<file path="src/hdl/tgp_pkg.sv">
package tgp_pkg;

  // default geometry
  localparam int unsigned GlyphLinesDef = 15;
  localparam int unsigned ScanColsDef   = 1024;
  localparam int unsigned GlyphCountDef = 96;

  // register indexes
  localparam logic [1:0] CfgColorMode    = 2'd0;
  localparam logic [1:0] CfgReverseVideo = 2'd1;
  localparam logic [1:0] CfgFrameBase    = 2'd2;

  // request commands
  localparam logic CmdPaint = 1'b0;
  localparam logic CmdLoad  = 1'b1;

  localparam logic [6:0] CharSpace = 7'd32;

  typedef struct packed {
    logic        cmd;
    logic [6:0]  char_code;
    logic [5:0]  text_row;
    logic [6:0]  text_col;
    logic [10:0] glyph_addr;
    logic [7:0]  glyph_byte;
  } req_t;

  typedef struct packed {
    logic [31:0] write_addr;
    logic [31:0] word_lo;
    logic [31:0] word_hi;
    logic        is_color_write;
    logic        last;
  } res_t;

  // control of the shared address adder
  typedef struct packed {
    logic load;  // acc = base + operand
    logic add;   // acc = acc + operand
  } addr_ctrl_t;

  // one byte of 0 or 1 per nibble bit
  function automatic logic [31:0] nibble_spread(input logic [3:0] nib);
    logic [31:0] w;
    w = '0;
    for (int i = 0; i < 4; i++) begin
      w[8*i] = nib[i];
    end
    return w;
  endfunction

endpackage

</file>
<file path="src/hdl/tgp_addr_unit.sv">
module tgp_addr_unit (
  input  logic                clk_i,
  input  tgp_pkg::addr_ctrl_t ctrl_i,
  input  logic [31:0]         base_i,
  input  logic [31:0]         operand_i,
  output logic [31:0]         acc_o
);

  logic [31:0] acc_q, acc_d, lhs;

  // one 32-bit adder, left side picked by the sequencer
  always_comb begin
    lhs   = ctrl_i.load ? base_i : acc_q;
    acc_d = acc_q;
    if (ctrl_i.load || ctrl_i.add) begin
      acc_d = lhs + operand_i;
    end
  end

  always_ff @(posedge clk_i) begin
    acc_q <= acc_d;
  end

  assign acc_o = acc_q;

endmodule

</file>
<file path="config.mk">
export PLATFORM = sky130hd
export DESIGN_NAME = tgp_addr_unit
export DESIGN_NICKNAME = d
export VERILOG_FILES = /design/src/hdl/tgp_pkg.sv /design/src/hdl/tgp_addr_unit.sv
export SDC_FILE = /design/constraint.sdc
export NUM_CORES = 1
export LEC_CHECK = 0
export BUFFER_PORTS_ARGS = -buffer_cell sky130_fd_sc_hd__buf_2
export CAP_MARGIN = 25
export CORE_ASPECT_RATIO = 1.5
export CORE_MARGIN = 3
export CORE_UTILIZATION = 56
export CTS_CLUSTER_SIZE = 20
export DETAILED_ROUTE_END_ITERATION = 10
export HOLD_SLACK_MARGIN = 0.08
export PLACE_DENSITY = 0.91
export RECOVER_POWER = 100
export SKIP_CTS_REPAIR_TIMING = 1
export SYNTH_ARGS = -nofsm -noshare
export SYNTH_HDL_FRONTEND = slang
export SYNTH_SLANG_ARGS = --single-unit
</file>
<file path="constraint.sdc">
create_clock -name clk_i -period 9.2 [get_ports clk_i]
set_clock_uncertainty 0.2 [all_clocks]
set_input_delay 0.46 -clock clk_i [delete_from_list [all_inputs] [get_ports clk_i]]
set_output_delay 0.46 -clock clk_i [all_outputs]
set_load 0.005 [all_outputs]
</file>
==> results_dict.tcl <==
set metrics [dict create \
    clockRootBuffer "clkbuf_8" \
    path_class "input port to flop" \
    cp.required_ns 9.03 \
    finalSetupViolCount 0 \
    fin_crit_ns 4.88 \
    largest_reg_flops 32 \
    worstSkewPairLatency_ns 0.28 \
    wl_per_cell_um 17.0 \
    clockBufferDepth 2 \
    n_antenna_cell 0 \
    cts_tree "done" \
    fin_cells 471 \
    p_leak_nw 1.62 \
    crit_arrival_ns 4.72 \
    synth-simple-area-share_pct 11.6 \
    hold_path.class "input port to flop" \
    worst_setup_path_end_kind "flop" \
    ys.flop_type "edfxtp_1" \
    cts.sinks 32 \
    dp_cells 463 \
    ys_seq_elements 32 \
    wl_um 8020 \
    die_x_um 67.0 \
    r2r_slack_ns 5.59 \
    vias_per_cell 5.99 \
    htree_levels 2 \
    ys_async_sr_fraction_pct 0 \
    final_common_cell "buf_2" \
    hold_violations 0 \
    path_max_fanout 33 \
    status "complete, but fails checks" \
    max-cap-violations 2 \
    nets 501 \
    synth_nets 409 \
    crit_path_end "acc_o[20]" \
    drive_gt1_share_pct 35.0 \
    rows 32 \
    initial_core_util_pct 59.2 \
    grt_pass1_wl_um 12400 \
    avgSynthCellArea_sq_um 10.1 \
    grt_pass1_vias 2761 \
    rsz0062_at_grt "false" \
    synth-xor-area-share_pct 8.12 \
    grt_use_total_pct 24.1 \
    synthDistinctLibCells 63 \
    drt-initial-drc-count 165 \
    antenna_left 0 \
    vias 2821 \
    synth_compound_area_share_pct 22.0 \
    startpoint_type "input port" \
    tightest_slew_ns 2.36 \
    r2r-end "acc_o[20]" \
    r2r-start "acc_o[0]" \
    yosys-mux-area-fraction_pct 11.8 \
    gp_congestion 0.882 \
    antenna_found_initial 0 \
    die_area_sq_um 6540 \
    synthesis.area_sq_um 3130 \
    grt_overflow 0 \
    post-dp-hpwl_um 6300 \
    core_region_area_sq_um 5290 \
    slew_violations 67 \
    ir_drop_uv 170 \
    synth_top_family_by_area "compound AO/OA/AOI/OAI gates" \
    crit_start "ctrl_i[1]" \
    power_density_nw_per_um2 280 \
    drc_errors 0 \
    reg2reg_depth 9 \
    synthAdderAreaFrac_pct 13.0 \
    ys_seq_area_share_pct 30.7 \
    cts.clk_slew.worst_paths_ns 0.07 \
    preCtsSetupSlack_ns 5.22 \
    slew_headroom_pct -57.5 \
    fp.dieH_um 97.5 \
    violations "max-capacitance violations, max-slew violations" \
    port-buffer-count 98 \
    hold_slack_ns 0.288 \
    most-common-layout-cells "94 x buf_2, 32 x edfxtp_1, 31 x ha_1" \
    setup_slack_ns 4.32 \
    finalPower_w 0.00104 \
    period_share_pct 53.1 \
    max_freq_mhz 205 \
    tns_ns 0 \
    yosysWarnings 0 \
    cts_buffers 5 \
    synth_edf_count 32 \
    synth_cells 310 \
    io_pins 99 \
    grt_max_degree 34 \
    syn2layout_area_growth_pct 18.2 \
    firstDrtPassIters 4 \
]
[power by group]
group          internal (W)  total [W]  switching (W)  leakage, nW
sequential         0.000267   0.000303      0.0000356        0.326
clock             0.0000804   0.000137      0.0000570       0.0552
combinational      0.000275   0.000596       0.000320         1.24
total              0.000623    0.00104       0.000413         1.62
[routing by layer]
metal	GRT usage, %	vias up	part of all wire [%]
met5	0	-	0
met4	7.50	0	2.4
met3	2.89	18	4.1
met2	45.1	84	54
met1	27.0	1333	39
li1	-	1386	-
[cell usage after synthesis (3+ instances only)]
cell      instances  area share [%]
buf_4             4            0.96
xnor2_1          18             5.0
o211ai_1          4            0.96
xor2_1           11             3.1
nand4_1           5             1.0
a21o_2            3            0.84
clkbuf_1          4            0.48
and3_1            4            0.80
clkbuf_2          3            0.48
o21ai_0          15             2.4
o21a_1            5             1.2
mux2_2           31              11
a21o_1            9             2.2
nand2_1          21             2.5
a21oi_1          28             4.5
edfxtp_1         32              31
nor3_1            5            0.80
ha_1             31              12
nand3_1           3            0.48
a31oi_1           6             1.2
nor2_1           16             1.9
[how the worst min path moves through the flow]
stage | start | to | slack, ns | cells past startpoint
after floorplan | operand_i[0] | acc_o[0] | 0.47 | 1
after global placement | acc_o[0] | acc_o[0] | 0.48 | 2
after detailed placement | acc_o[0] | acc_o[0] | 0.50 | 2
after CTS | operand_i[0] | acc_o[0] | 0.28 | 2
after global routing | operand_i[0] | acc_o[0] | 0.29 | 2
final | operand_i[0] | acc_o[0] | 0.29 | 2
[per-stage QoR]
stage               cell area, sq um  utilization, %
finish                          3700            69.9
global route                    3700            69.9
CTS                             3730            70.6
detailed placement              3620            68.5
global placement                3620            68.5
floorplan                       3130               -
[cells by family (layout without fill, tap and decap cells)]
logic type	after synthesis	count (layout)
flip-flops	32	32
buffers and inverters	14	107
adder cells (fa/ha/maj)	32	32
multiplexers	33	33
AO/OA/AOI/OAI	99	99
XOR/XNOR	29	29
AND/OR/NAND/NOR	71	71
[layout make-up]
class	instances	area (sq um)
Sequential cell	32	961
Multi-Input combinational cell	264	2050
Timing Repair Buffer	98	485
Clock buffer	6	72.6
Clock inverter	2	35.0
Fill cell	454	1590
Tap cell	68	85.1
Inverter	1	3.75
[critical path, cell delays in order]
cell      delay [ns]
clkbuf_1        1.30
mux2_2          0.44
ha_1            0.22
fa_1            0.42
a21o_1          0.22
a221oi_1        0.61
o211ai_1        0.23
a21boi_0        0.47
o21ai_0         0.18
xor2_1          0.17
No activity file was read; power rests on OpenSTA's default activity.
